### src/rtl/envc_pkg.sv
// ----------------------------------------------------------------------------
// envc_pkg : shared types and constants for the envelope compressor
// Widths, fixed-point constants, configuration and result records, and the
// reciprocal table used for the Taylor-series divides.
// ----------------------------------------------------------------------------
package envc_pkg;

  localparam int GAIN_TABLE_BITS = 10;   // gain index resolution

  localparam int SAMPLE_W   = 24;        // Q1.23 sample / Q0.23 level
  localparam int COEF_W     = 16;        // Q0.16 coefficients
  localparam int CFG_IDX_W  = 3;
  localparam int CFG_DATA_W = 24;
  localparam int MUL_W      = 32;        // shared multiplier operand width
  localparam int PROD_W     = 2 * MUL_W;
  localparam int X_FRAC     = 39;        // (env - thr) * slope is Q0.39
  localparam int Y_W        = 29;        // exponent argument, Q0.32, < 2^29
  localparam int ACC_W      = 33;        // series sum, Q1.32
  localparam int GAIN_W     = 17;        // Q1.16 gain
  localparam int PM_W       = SAMPLE_W + GAIN_W;  // |sample| * gain
  localparam int Q_W        = PM_W + 1 - 16;      // rounded magnitude
  localparam int K_W        = 4;

  localparam logic [Y_W-1:0]      LN10_OVER_20 = 29'd494476384;  // ln(10)/20, Q0.32
  localparam logic [ACC_W-1:0]    ACC_ONE      = 33'h1_0000_0000;
  localparam logic [ACC_W:0]      ROUND_HALF   = 34'd32768;
  localparam logic [GAIN_W-1:0]   GAIN_ONE     = 17'h1_0000;
  localparam logic [SAMPLE_W-1:0] ENV_MAX      = 24'h80_0000;
  localparam logic [K_W-1:0]      K_FIRST      = 4'd2;
  localparam logic [K_W-1:0]      K_LAST       = 4'd8;

  typedef struct packed {
    logic [SAMPLE_W-1:0] threshold;
    logic [COEF_W-1:0]   ratio_slope;
    logic [COEF_W-1:0]   attack_coefficient;
    logic [COEF_W-1:0]   release_coefficient;
  } envc_cfg_t;

  typedef struct packed {
    logic signed [SAMPLE_W-1:0] sample_out;
    logic                       reducing;
  } envc_res_t;

  // ceil(2^32 / k): floor(t * m >> 32) == floor(t / k) for t < 2^29
  function automatic logic [MUL_W-1:0] recip_k(input logic [K_W-1:0] k);
    logic [MUL_W-1:0] m;
    case (k)
      4'd2:    m = 32'h8000_0000;
      4'd3:    m = 32'd1431655766;
      4'd4:    m = 32'h4000_0000;
      4'd5:    m = 32'd858993460;
      4'd6:    m = 32'd715827883;
      4'd7:    m = 32'd613566757;
      4'd8:    m = 32'h2000_0000;
      default: m = '0;
    endcase
    return m;
  endfunction

endpackage

### src/rtl/envc_if.sv
// ----------------------------------------------------------------------------
// envc_if : item channels of the envelope compressor
// Valid/ready channels for input samples and compressed results.
// ----------------------------------------------------------------------------
interface envc_in_if;
  logic                                 valid;
  logic                                 ready;
  logic signed [envc_pkg::SAMPLE_W-1:0] sample_in;
  logic                                 block_start;

  modport source (output valid, output sample_in, output block_start, input ready);
  modport sink   (input valid, input sample_in, input block_start, output ready);
endinterface

interface envc_out_if;
  logic                                 valid;
  logic                                 ready;
  logic signed [envc_pkg::SAMPLE_W-1:0] sample_out;
  logic                                 reducing;

  modport source (output valid, output sample_out, output reducing, input ready);
  modport sink   (input valid, input sample_out, input reducing, output ready);
endinterface

### src/rtl/envc_mul.sv
// ----------------------------------------------------------------------------
// envc_mul : shared unsigned multiplier
// 32 x 32 product, registered; the result follows in the cycle after the operands.
// ----------------------------------------------------------------------------
module envc_mul (
  input  logic                          clk,
  input  logic [envc_pkg::MUL_W-1:0]    a,
  input  logic [envc_pkg::MUL_W-1:0]    b,
  output logic [envc_pkg::PROD_W-1:0]   p_r
);

  logic [envc_pkg::PROD_W-1:0] p_nxt;

  assign p_nxt = envc_pkg::PROD_W'(a) * envc_pkg::PROD_W'(b);

  always_ff @(posedge clk) begin
    p_r <= p_nxt;
  end

endmodule

### src/rtl/envc_core.sv
// ----------------------------------------------------------------------------
// envc_core : sequencer and datapath
// Envelope update, gain index, e^-y series and output scaling, all through
// one shared multiplier stepped by a small state machine.
// ----------------------------------------------------------------------------
module envc_core (
  input  logic                                 clk,
  input  logic                                 rst_n,
  input  logic                                 in_take,
  input  logic signed [envc_pkg::SAMPLE_W-1:0] in_sample,
  input  logic                                 in_start,
  input  envc_pkg::envc_cfg_t                  cfg,
  output logic                                 idle,
  output logic                                 res_valid,
  input  logic                                 res_ready,
  output envc_pkg::envc_res_t                  res
);

  typedef enum logic [3:0] {
    S_IDLE, S_DIFF, S_EMUL, S_EUPD, S_THR, S_XMUL, S_YMUL, S_TERM1,
    S_DMUL, S_ACC, S_GAIN, S_OMUL, S_RND, S_OUT
  } state_t;

  state_t                            state_r, state_nxt;
  logic [envc_pkg::SAMPLE_W-1:0]     env_r, env_nxt;
  logic [envc_pkg::SAMPLE_W-1:0]     s_r, s_nxt;
  logic [envc_pkg::SAMPLE_W-1:0]     mag_r, mag_nxt;
  logic                              rise_r, rise_nxt;
  logic [envc_pkg::SAMPLE_W-1:0]     diff_r, diff_nxt;
  logic                              red_r, red_nxt;
  logic [envc_pkg::SAMPLE_W-1:0]     over_r, over_nxt;
  logic [envc_pkg::Y_W-1:0]          y_r, y_nxt;
  logic [envc_pkg::ACC_W-1:0]        acc_r, acc_nxt;
  logic [envc_pkg::K_W-1:0]          k_r, k_nxt;
  logic [envc_pkg::GAIN_W-1:0]       gain_r, gain_nxt;
  logic [envc_pkg::Q_W-1:0]          q_r, q_nxt;

  logic [envc_pkg::MUL_W-1:0]        mul_a, mul_b;
  logic [envc_pkg::PROD_W-1:0]       p_r;
  logic [envc_pkg::SAMPLE_W-1:0]     in_u;
  logic [envc_pkg::SAMPLE_W-1:0]     p_env;
  logic [envc_pkg::Y_W-1:0]          p_y;
  logic [envc_pkg::MUL_W-1:0]        p_hi;
  logic [envc_pkg::ACC_W:0]          gsum;
  logic [envc_pkg::PM_W:0]           rsum;
  logic [envc_pkg::SAMPLE_W-1:0]     sat_val;

  envc_mul u_mul (
    .clk (clk),
    .a   (mul_a),
    .b   (mul_b),
    .p_r (p_r)
  );

  assign in_u  = envc_pkg::SAMPLE_W'(in_sample);
  assign p_env = p_r[envc_pkg::COEF_W +: envc_pkg::SAMPLE_W];
  assign p_y   = p_r[envc_pkg::GAIN_TABLE_BITS +: envc_pkg::Y_W];
  assign p_hi  = p_r[envc_pkg::PROD_W-1 -: envc_pkg::MUL_W];
  assign gsum  = {1'b0, acc_r} + envc_pkg::ROUND_HALF;
  // negative samples round the magnitude up so the signed result floors
  assign rsum  = {1'b0, p_r[envc_pkg::PM_W-1:0]}
               + (s_r[envc_pkg::SAMPLE_W-1] ? (envc_pkg::PM_W+1)'(16'hFFFF)
                                            : (envc_pkg::PM_W+1)'(0));

  always_comb begin
    state_nxt = state_r;
    env_nxt   = env_r;
    s_nxt     = s_r;
    mag_nxt   = mag_r;
    rise_nxt  = rise_r;
    diff_nxt  = diff_r;
    red_nxt   = red_r;
    over_nxt  = over_r;
    y_nxt     = y_r;
    acc_nxt   = acc_r;
    k_nxt     = k_r;
    gain_nxt  = gain_r;
    q_nxt     = q_r;
    mul_a     = '0;
    mul_b     = '0;
    unique case (state_r)
      S_IDLE: begin
        if (in_take) begin
          s_nxt     = in_u;
          mag_nxt   = in_u[envc_pkg::SAMPLE_W-1] ? (~in_u + 1'b1) : in_u;
          if (in_start) env_nxt = '0;
          state_nxt = S_DIFF;
        end
      end
      S_DIFF: begin
        rise_nxt  = mag_r > env_r;
        diff_nxt  = (mag_r > env_r) ? (mag_r - env_r) : (env_r - mag_r);
        state_nxt = S_EMUL;
      end
      S_EMUL: begin
        mul_a     = envc_pkg::MUL_W'(diff_r);
        mul_b     = envc_pkg::MUL_W'(rise_r ? cfg.attack_coefficient
                                            : cfg.release_coefficient);
        state_nxt = S_EUPD;
      end
      S_EUPD: begin
        env_nxt   = rise_r ? (mag_r - p_env) : (mag_r + p_env);
        state_nxt = S_THR;
      end
      S_THR: begin
        red_nxt   = env_r > cfg.threshold;
        over_nxt  = env_r - cfg.threshold;
        state_nxt = (env_r > cfg.threshold) ? S_XMUL : S_OUT;
      end
      S_XMUL: begin
        mul_a     = envc_pkg::MUL_W'(over_r);
        mul_b     = envc_pkg::MUL_W'(cfg.ratio_slope);
        state_nxt = S_YMUL;
      end
      S_YMUL: begin
        mul_a     = envc_pkg::MUL_W'(p_r[envc_pkg::X_FRAC-1 -: envc_pkg::GAIN_TABLE_BITS]);
        mul_b     = envc_pkg::MUL_W'(envc_pkg::LN10_OVER_20);
        state_nxt = S_TERM1;
      end
      S_TERM1: begin
        // first series term is y itself
        y_nxt     = p_y;
        acc_nxt   = envc_pkg::ACC_ONE - envc_pkg::ACC_W'(p_y);
        k_nxt     = envc_pkg::K_FIRST;
        mul_a     = envc_pkg::MUL_W'(p_y);
        mul_b     = envc_pkg::MUL_W'(p_y);
        state_nxt = S_DMUL;
      end
      S_DMUL: begin
        mul_a     = p_hi;
        mul_b     = envc_pkg::recip_k(k_r);
        state_nxt = S_ACC;
      end
      S_ACC: begin
        acc_nxt = k_r[0] ? (acc_r - envc_pkg::ACC_W'(p_hi))
                         : (acc_r + envc_pkg::ACC_W'(p_hi));
        if (k_r == envc_pkg::K_LAST) begin
          state_nxt = S_GAIN;
        end else begin
          k_nxt     = k_r + 1'b1;
          mul_a     = p_hi;
          mul_b     = envc_pkg::MUL_W'(y_r);
          state_nxt = S_DMUL;
        end
      end
      S_GAIN: begin
        gain_nxt  = gsum[16 +: envc_pkg::GAIN_W];
        state_nxt = S_OMUL;
      end
      S_OMUL: begin
        mul_a     = envc_pkg::MUL_W'(mag_r);
        mul_b     = envc_pkg::MUL_W'(gain_r);
        state_nxt = S_RND;
      end
      S_RND: begin
        q_nxt     = rsum[envc_pkg::PM_W -: envc_pkg::Q_W];
        state_nxt = S_OUT;
      end
      S_OUT: begin
        if (res_ready) state_nxt = S_IDLE;
      end
      default: state_nxt = S_IDLE;
    endcase
  end

  always_ff @(posedge clk) begin
    if (!rst_n) begin
      state_r <= S_IDLE;
      env_r   <= '0;
    end else begin
      state_r <= state_nxt;
      env_r   <= env_nxt;
      s_r     <= s_nxt;
      mag_r   <= mag_nxt;
      rise_r  <= rise_nxt;
      diff_r  <= diff_nxt;
      red_r   <= red_nxt;
      over_r  <= over_nxt;
      y_r     <= y_nxt;
      acc_r   <= acc_nxt;
      k_r     <= k_nxt;
      gain_r  <= gain_nxt;
      q_r     <= q_nxt;
    end
  end

  // saturate the scaled magnitude and restore the sign
  always_comb begin
    if (s_r[envc_pkg::SAMPLE_W-1]) begin
      sat_val = (q_r > envc_pkg::Q_W'(envc_pkg::ENV_MAX)) ? envc_pkg::ENV_MAX
              : (~q_r[envc_pkg::SAMPLE_W-1:0] + 1'b1);
    end else begin
      sat_val = (q_r >= envc_pkg::Q_W'(envc_pkg::ENV_MAX)) ? (envc_pkg::ENV_MAX - 1'b1)
              : q_r[envc_pkg::SAMPLE_W-1:0];
    end
  end

  assign idle           = (state_r == S_IDLE);
  assign res_valid      = (state_r == S_OUT);
  assign res.sample_out = red_r ? sat_val : s_r;
  assign res.reducing   = red_r;

  a_out_hold: assert property (@(posedge clk) disable iff (!rst_n)
    (state_r == S_OUT && !res_ready) |=> (state_r == S_OUT))
    else $error("result dropped while output slot busy");

  a_k_range: assert property (@(posedge clk) disable iff (!rst_n)
    (state_r == S_DMUL || state_r == S_ACC) |->
      (k_r >= envc_pkg::K_FIRST && k_r <= envc_pkg::K_LAST))
    else $error("series term counter out of range");

  a_env_max: assert property (@(posedge clk) disable iff (!rst_n)
    env_r <= envc_pkg::ENV_MAX)
    else $error("envelope above full scale");

  a_gain_max: assert property (@(posedge clk) disable iff (!rst_n)
    (state_r == S_OMUL) |-> (gain_r <= envc_pkg::GAIN_ONE))
    else $error("gain above unity");

endmodule

### src/rtl/envelope_compressor.sv
// ----------------------------------------------------------------------------
// envelope_compressor : feed-forward peak-envelope compressor
// Configuration registers, output register and the compression core.
// ----------------------------------------------------------------------------
// One signed Q1.23 sample per item, one result item per sample. The block
// takes a new item only when its core is idle, so it cannot take a new item
// before it is through with the last one. Its pace is set by the single 32x32
// multiplier: the gain 10^(-x/20) is worked out per item as a Taylor series
// of e^-y, two multiplier passes per term (product, then divide by k as a
// reciprocal multiply) for seven terms; an item that leaves the envelope at or
// below the threshold skips the series. A finished result waits in the output
// register while the next item is already being worked on. Registers are
// written on cfg_we; indexes beyond the list are ignored.
// ----------------------------------------------------------------------------
module envelope_compressor (
  input  logic                              clk,
  input  logic                              rst_n,
  envc_in_if.sink                           in_if,
  envc_out_if.source                        out_if,
  input  logic                              cfg_we,
  input  logic [envc_pkg::CFG_IDX_W-1:0]    cfg_index,
  input  logic [envc_pkg::CFG_DATA_W-1:0]   cfg_wdata
);

  // register map
  localparam logic [envc_pkg::CFG_IDX_W-1:0] REG_THRESHOLD = 3'd0;
  localparam logic [envc_pkg::CFG_IDX_W-1:0] REG_SLOPE     = 3'd1;
  localparam logic [envc_pkg::CFG_IDX_W-1:0] REG_ATTACK    = 3'd2;
  localparam logic [envc_pkg::CFG_IDX_W-1:0] REG_RELEASE   = 3'd3;

  envc_pkg::envc_cfg_t cfg_r, cfg_nxt;
  logic                out_valid_r, out_valid_nxt;
  envc_pkg::envc_res_t out_res_r, out_res_nxt;

  logic                core_idle;
  logic                res_valid;
  logic                slot_free;
  logic                in_take;
  envc_pkg::envc_res_t res;

  // output slot is free if empty or being drained this cycle
  assign slot_free   = !out_valid_r || out_if.ready;
  assign in_if.ready = core_idle;
  assign in_take     = in_if.valid && core_idle;

  envc_core u_core (
    .clk       (clk),
    .rst_n     (rst_n),
    .in_take   (in_take),
    .in_sample (in_if.sample_in),
    .in_start  (in_if.block_start),
    .cfg       (cfg_r),
    .idle      (core_idle),
    .res_valid (res_valid),
    .res_ready (slot_free),
    .res       (res)
  );

  // configuration write decode
  always_comb begin
    cfg_nxt = cfg_r;
    if (cfg_we) begin
      unique case (cfg_index)
        REG_THRESHOLD: cfg_nxt.threshold           = cfg_wdata;
        REG_SLOPE:     cfg_nxt.ratio_slope         = cfg_wdata[envc_pkg::COEF_W-1:0];
        REG_ATTACK:    cfg_nxt.attack_coefficient  = cfg_wdata[envc_pkg::COEF_W-1:0];
        REG_RELEASE:   cfg_nxt.release_coefficient = cfg_wdata[envc_pkg::COEF_W-1:0];
        default:       cfg_nxt = cfg_r;
      endcase
    end
  end

  // output register: load a finished result, clear once taken
  always_comb begin
    out_valid_nxt = out_valid_r;
    out_res_nxt   = out_res_r;
    if (res_valid && slot_free) begin
      out_valid_nxt = 1'b1;
      out_res_nxt   = res;
    end else if (out_if.ready) begin
      out_valid_nxt = 1'b0;
    end
  end

  always_ff @(posedge clk) begin
    if (!rst_n) begin
      cfg_r.threshold           <= 24'd4194304;
      cfg_r.ratio_slope         <= 16'd32768;
      cfg_r.attack_coefficient  <= 16'd65387;
      cfg_r.release_coefficient <= 16'd65521;
      out_valid_r               <= 1'b0;
    end else begin
      cfg_r       <= cfg_nxt;
      out_valid_r <= out_valid_nxt;
      out_res_r   <= out_res_nxt;
    end
  end

  assign out_if.valid      = out_valid_r;
  assign out_if.sample_out = out_res_r.sample_out;
  assign out_if.reducing   = out_res_r.reducing;

endmodule

### src/flat_wrapper.sv
// flat-port wrapper written by rule: the top's interface ports become plain ports
module envelope_compressor_flat 
  (clk, rst_n, cfg_we, cfg_index, cfg_wdata, in_if_valid, in_if_sample_in, in_if_block_start, in_if_ready, out_if_valid, out_if_sample_out, out_if_reducing, out_if_ready);
  envc_in_if in_if_i ();
  envc_out_if out_if_i ();
  input  logic clk;
  input  logic rst_n;
  input  logic cfg_we;
  input  logic [envc_pkg::CFG_IDX_W-1:0] cfg_index;
  input  logic [envc_pkg::CFG_DATA_W-1:0] cfg_wdata;
  input wire logic [$bits(in_if_i.valid)-1:0] in_if_valid;
  input wire logic [$bits(in_if_i.sample_in)-1:0] in_if_sample_in;
  input wire logic [$bits(in_if_i.block_start)-1:0] in_if_block_start;
  output wire logic [$bits(in_if_i.ready)-1:0] in_if_ready;
  output wire logic [$bits(out_if_i.valid)-1:0] out_if_valid;
  output wire logic [$bits(out_if_i.sample_out)-1:0] out_if_sample_out;
  output wire logic [$bits(out_if_i.reducing)-1:0] out_if_reducing;
  input wire logic [$bits(out_if_i.ready)-1:0] out_if_ready;
  assign in_if_i.valid = in_if_valid;
  assign in_if_i.sample_in = in_if_sample_in;
  assign in_if_i.block_start = in_if_block_start;
  assign in_if_ready = in_if_i.ready;
  assign out_if_valid = out_if_i.valid;
  assign out_if_sample_out = out_if_i.sample_out;
  assign out_if_reducing = out_if_i.reducing;
  assign out_if_i.ready = out_if_ready;
  envelope_compressor u_core (.clk(clk), .rst_n(rst_n), .in_if(in_if_i), .out_if(out_if_i), .cfg_we(cfg_we), .cfg_index(cfg_index), .cfg_wdata(cfg_wdata));
endmodule
### config.mk
export PLATFORM = sky130hd
export DESIGN_NAME = envelope_compressor_flat
export DESIGN_NICKNAME = d
export VERILOG_FILES = /design/src/rtl/envc_pkg.sv /design/src/rtl/envc_if.sv /design/src/rtl/envc_mul.sv /design/src/rtl/envc_core.sv /design/src/rtl/envelope_compressor.sv /design/src/flat_wrapper.sv
export SDC_FILE = /design/constraint.sdc
export NUM_CORES = 2
export LEC_CHECK = 0
export BUFFER_PORTS_ARGS = -buffer_cell sky130_fd_sc_hd__buf_2
export CORE_ASPECT_RATIO = 0.7
export CORE_MARGIN = 2
export CORE_UTILIZATION = 67
export CTS_CLUSTER_SIZE = 24
export DETAILED_ROUTE_END_ITERATION = 12
export PLACE_DENSITY = 0.95
export RECOVER_POWER = 50
export SLEW_MARGIN = 20
export SYNTH_ARGS = -nofsm -noshare
export SYNTH_HDL_FRONTEND = slang
export SYNTH_SLANG_ARGS = --single-unit
### constraint.sdc
create_clock -name clk -period 23.9 [get_ports clk]
set_clock_uncertainty 0.2 [all_clocks]
set_input_delay 5.975 -clock clk [delete_from_list [all_inputs] [get_ports clk]]
set_output_delay 5.975 -clock clk [all_outputs]
set_load 0.02 [all_outputs]
# Yosys cells after proc, flatten, opt, wreduce, memory -nomap -nowiden

Index checks and enable logic that the tools add are counted.

Register bits: 397
Input bits: 57

Add/sub/neg operators: 13
Multipliers: 1
Order comparisons: 4
Equal/unequal tests: 27
Muxes and demuxes: 28
Bitwise gates (word level): 2
Reductions and logical operators: 24

Operators by type and width:

| cell                     | number |
|---|---|
| $pmux W32 S7             | 3 |
| $mux W24                 | 8 |
| $sub A24 B24 Y24         | 4 |
| $pmux W33 S2             | 1 |
| $mul A32 B32 Y64         | 1 |
| $pmux W4 S14             | 1 |
| $add A24 B1 Y24 const B  | 2 |
| $gt A24 B24 Y1           | 2 |
| $not A24 Y24             | 2 |
| $pmux W24 S2             | 1 |
| $add A41 B16 Y42         | 1 |
| $add A33 B16 Y33 const B | 1 |
| $add A33 B32 Y33         | 1 |
| $mux W33                 | 1 |
| $sub A33 B29 Y33 const A | 1 |
| $sub A33 B32 Y33         | 1 |
| $eq A4 B3 Y1 const B     | 8 |
| $mux W16                 | 2 |
| $mux W32                 | 1 |
| $mux W29                 | 1 |
| $eq A4 B4 Y1 const B     | 7 |
| $ge A26 B24 Y1 const B   | 1 |
| $gt A26 B24 Y1 const B   | 1 |
| $add A24 B24 Y24         | 1 |
| 20 further kinds         | 46 |

# Logic depth before layout (Yosys ltp)

Depth after elaboration: 5
Mapped depth: 38

# Hierarchy

A second synthesis with hierarchy kept.

Cells, all modules: 6304
Area, all modules: 57975.6 sq um

By module, submodules not included:

| module              | times used | cells each | area each (sq um) | sequential area each (sq um) |
|---|---|---|---|---|
| envc_mul            | 1          | 3747       | 34664.5           | 1281.2 |
| envc_core           | 1          | 2246       | 19590.0           | 6746.5 |
| envelope_compressor | 1          | 311        | 3721.1            | 2212.1 |

# Worst setup path after synthesis

Ideal clock, no wire load.

Path kind: in2reg
Start point: input port rst_n
End point: register u_core.u_core.y_r[0] (netlist name), enable pin
Setup time: 0.451 ns
Arrival time: 8.595 ns
Data required time: 23.249 ns
Setup slack: 14.654 ns
Cell stages on the path: 4
Path buffers: 2
Path through: clkbuf_1 inv_2 clkbuf_1 nor3_1

Word-level cells in the longest chain between the ends: 1

RTL lines:

| item                               | line              | RTL |
|---|---|---|
| from (decl)                        | flat_wrapper.sv:7 | `input logic rst_n;` |
| $reduce_and A2 Y1 (no source line) | -                 |  |
| to (signal assigned)               | envc_core.sv:179  | `y_r <= y_nxt;` |
| to (decl)                          | envc_core.sv:32   | `logic [envc_pkg::Y_W-1:0] y_r, y_nxt;` |

Every way passes these cells.
A chain may end at the register's enable or synchronous reset.

# Final worst setup path

Start point: register u_core.u_core.k_r[0] (netlist name)
End point: register u_core.u_core.u_mul.p_r[53] (netlist name)

Word-level cells in the longest chain between the ends: 4
Elaborated cells between the ends (all ways): 13
Those cells by class: mul (1); eq/ne (7); mux (5)

RTL lines:

| item                                       | line                             | RTL |
|---|---|---|
| from (decl)                                | envc_core.sv:34                  | `logic [envc_pkg::K_W-1:0] k_r, k_nxt;` |
| from (signal assigned)                     | envc_core.sv:181                 | `k_r <= k_nxt;` |
| $eq A4 B4 Y1, or another cell as far along | envc_pkg.sv:47, envc_core.sv:137 |  |
| $pmux W32 S7, or another cell as far along | envc_pkg.sv:47                   | `case (k)` |
| $pmux W32 S7                               | envc_core.sv:81                  | `unique case (state_r)` |
| $mul A32 B32 Y64 (*)                       | envc_mul.sv:14                   | `assign p_nxt = envc_pkg::PROD_W'(a) * envc_pkg::PROD_W'(b);` |
| via u_core.u_core.u_mul.p_nxt (one bit)    | envc_mul.sv:12                   | `logic [envc_pkg::PROD_W-1:0] p_nxt;` |
| to (signal assigned)                       | envc_mul.sv:17                   | `p_r <= p_nxt;` |
| to (decl)                                  | envc_mul.sv:9                    | `output logic [envc_pkg::PROD_W-1:0] p_r` |

Mark *: on every way through the listed nets, which the timed path passes. The rest lies on a longest branch.

==> flow_summary.ini <==
[logic_synthesis]
yosysTopAreaCell = fa_1
ys_ff_latch = 396
synth_edf_count = 231
ys_async_sr_fraction_pct = 0
synthTopCellsByArea = fa_1 (32%), edfxtp_1 (12%), ha_1 (9.1%)
synthCells = 6573
syn_area_sq_mm = 0.0571
yosys.area.top_type_share_pct = 31.6
ys.flop_type = edfxtp_1
syn_avg_cell_area_sq_um = 8.68
yosysWarnings = 0
ys_types = 87
yosysSeqAreaShare_pct = 17.9
syn_nets = 7947

[routing]
dr.pass1.iters = 12
via_count = 50200
wl_um = 207000
vias_per_cell = 6.53
ant_nets = 0
wire_per_inst_um = 26.9
dr.first_iter.drc_count = 7313
drc = 0

[min_path]
hp-class = register to register
holdPathStages = 2

[power]
power_density_mw_per_mm2 = 72.4
pwr-share-comb_pct = 62.9
p_leak_nw = 28.0
p_seq_share_pct = 21.4
switching_share_pct = 51.8
netSwitchingPower_mw = 2.26
ir_drop_mv = 0.134
power.share.clock_pct = 15.7
intPower_mw = 2.10

[layout]
layout_commonest_cell = inv_1
areaGrowthSynthToFinish_pct = 5.49
stdcell_area_sq_mm = 0.0602
layout_common_cells = inv_1 (1143), nand2_1 (975), fa_1 (901)
drive_gt1_share_pct = 4.69
stdcell_count = 7692
fillers = 6150
nNetsFinal = 7891

[critical_path]
cp.arrival_ns = 14.43
crit_slowest_cell = clkbuf_1
path_max_fanout = 46
critPathRequiredTime_ns = 24.22
crit_top_cell = fa_1
criticalPathCategory = register to register
worstRegToRegCells = 37
cp-end-kind = register
slowest_delay_ns = 1.64
start_kind = register

[die]
initial_core_util_pct = 67.7
ios = 84
core_area_sq_mm = 0.0843
fp-row-count = 89
die_height_um = 248
die-area_sq_mm = 0.0876
die_w_um = 353

[clock_network]
htreeDepth = 2
numCtsBuffers = 39
cts_hold_buf = 0
cts_setup_buffers = 0
clock_latency_ns = 0.58
cts_resized = 0
cts_tree = done
clockBufferDepth = 3
cts_root_buffer = clkbuf_16
cts_sinks = 396
clkTransAtPathRegs_ns = 0.07

[sta]
fmax_mhz = 70.9
max_slew_margin_pct = -120
setup_violations = 0
min_period_over_period_pct = 59.0
rsz0062_at_grt = false
fin_crit_ns = 14.11
fin_tns_setup_ns = 0
timing.hold.ws_ns = 0.255
worst_pin_slew_ns = 3.31
hold_viol = 0
maxSlewViolCount = 432
setup_ws_ns = 9.79

[placement]
place_area_sq_mm = 0.0590
dp_hpwl_um = 159000
place_congestion = 1.07
port-buffer-count = 83
dpl_worst_slack_ns = 13.02
placedCellCount = 7613

[grt]
antenna_found_initial = 9
grt_use_total_pct = 47.5
overflow = 0
grt_pass1_vias = 50300
grt_pass1_wl_um = 308000
grt_max_degree = 64

[outcome]
violations = max-capacitance violations, max-slew violations
run_status = finished with violations

[job]
max-cap-violations = 15
routing by layer:
metal	up-vias	share of wire, %	GRT usage, %
li1	20700	-	-
met1	24300	36	63.6
met2	4271	38	63.8
met3	933	19	23.8
met4	12	6.2	22.8
met5	-	0.10	0.703
stage by stage:
stage	utilization (%)	total power, mW
CTS	71.6	4.17
floorplan	-	2.58
global placement	70.0	3.43
global route	71.4	4.48
finish	71.4	4.36
detailed placement	70.0	3.48
Yosys cell counts, types with 36 or more instances:
cell type and count:
nor2_1 699, a21o_1 113, and2_1 36, nand2_1 975, clkbuf_1 292, nand3_1 97
nand2b_1 40, inv_1 1143, a22oi_1 55, xor2_1 79, and3_1 51, nand4_1 48
nor3_1 66, edfxtp_1 231, ha_1 416, o21ai_0 129, a21oi_1 311, fa_1 901
dfxtp_1 165, xnor2_1 201
worst max-delay path, delay by kind of cell, from the launching register on:
family / cells / cell delay, ns
adder cells (fa/ha/maj): 10 / 4.84
buffers and inverters: 11 / 4.77
flip-flops: 1 / 0.32
AO/OA/AOI/OAI: 8 / 2.35
XOR/XNOR: 1 / 0.13
AND/OR/NAND/NOR: 7 / 1.39
flip-flops by register name, indices dropped and copies added (netlist names), 4 cells and up:
signal / flops
u_core.u_core.env_r: 24
u_core.u_core.acc_r: 33
u_core.out_if.sample_out: 24
u_core.u_core.y_r: 29
u_core.u_core.mag_r: 23
u_core.u_core.over_r: 24
u_core.u_core.k_r: 4
u_core.u_core.state_r: 4
u_core.cfg_r: 72
u_core.u_core.diff_r: 24
u_core.u_core.gain_r: 17
u_core.u_core.s_r: 24
u_core.u_core.u_mul.p_r: 64
u_core.u_core.q_r: 26
path summary, 6_finish.rpt:
kind	start	to	slack (ns)
max	u_core.u_core.k_r[0]	u_core.u_core.u_mul.p_r[53]	9.79
max reg2reg	u_core.u_core.k_r[0]	u_core.u_core.u_mul.p_r[53]	9.79
min reg2reg	u_core.cfg_r[3]	u_core.cfg_r[3]	0.25
min	u_core.cfg_r[3]	u_core.cfg_r[3]	0.25
layout make-up:
| cell class | instances | area [sq um] | area share (%) |
|---|---|---|---|
| multi-input cells | 4705 | 41500 | 68.9 |
| repair buffers | 231 | 1390 | 2.30 |
| inverters | 1144 | 4290 | 7.13 |
| well taps | 1137 | 1420 | 2.36 |
| clock inverters | 16 | 210 | 0.349 |
| flip-flops and latches | 396 | 10200 | 17.0 |
| clock buffers | 56 | 1140 | 1.90 |
| diodes | 7 | 17.5 | 0.0291 |
cells by family after synthesis:
family                     synth area share [%]
AOI/OAI and AO/OA                          10.3
xor gates and xnor gates                   4.34
DFF                                        17.9
adders and majority gates                  40.7
and+or+nand+nor                            16.3
buffers and inverters                      9.72
muxes                                     0.636
power by group through the flow:
| stage | logic, mW | clock network, mW | registers, mW |
|---|---|---|---|
| floorplan | 1.70 | 0 | 0.884 |
| global placement | 2.50 | 0 | 0.933 |
| detailed placement | 2.55 | 0 | 0.934 |
| CTS | 2.58 | 0.678 | 0.920 |
| global route | 2.84 | 0.706 | 0.929 |
| finish | 2.74 | 0.685 | 0.932 |
No activity file was read; power rests on OpenSTA's default activity.
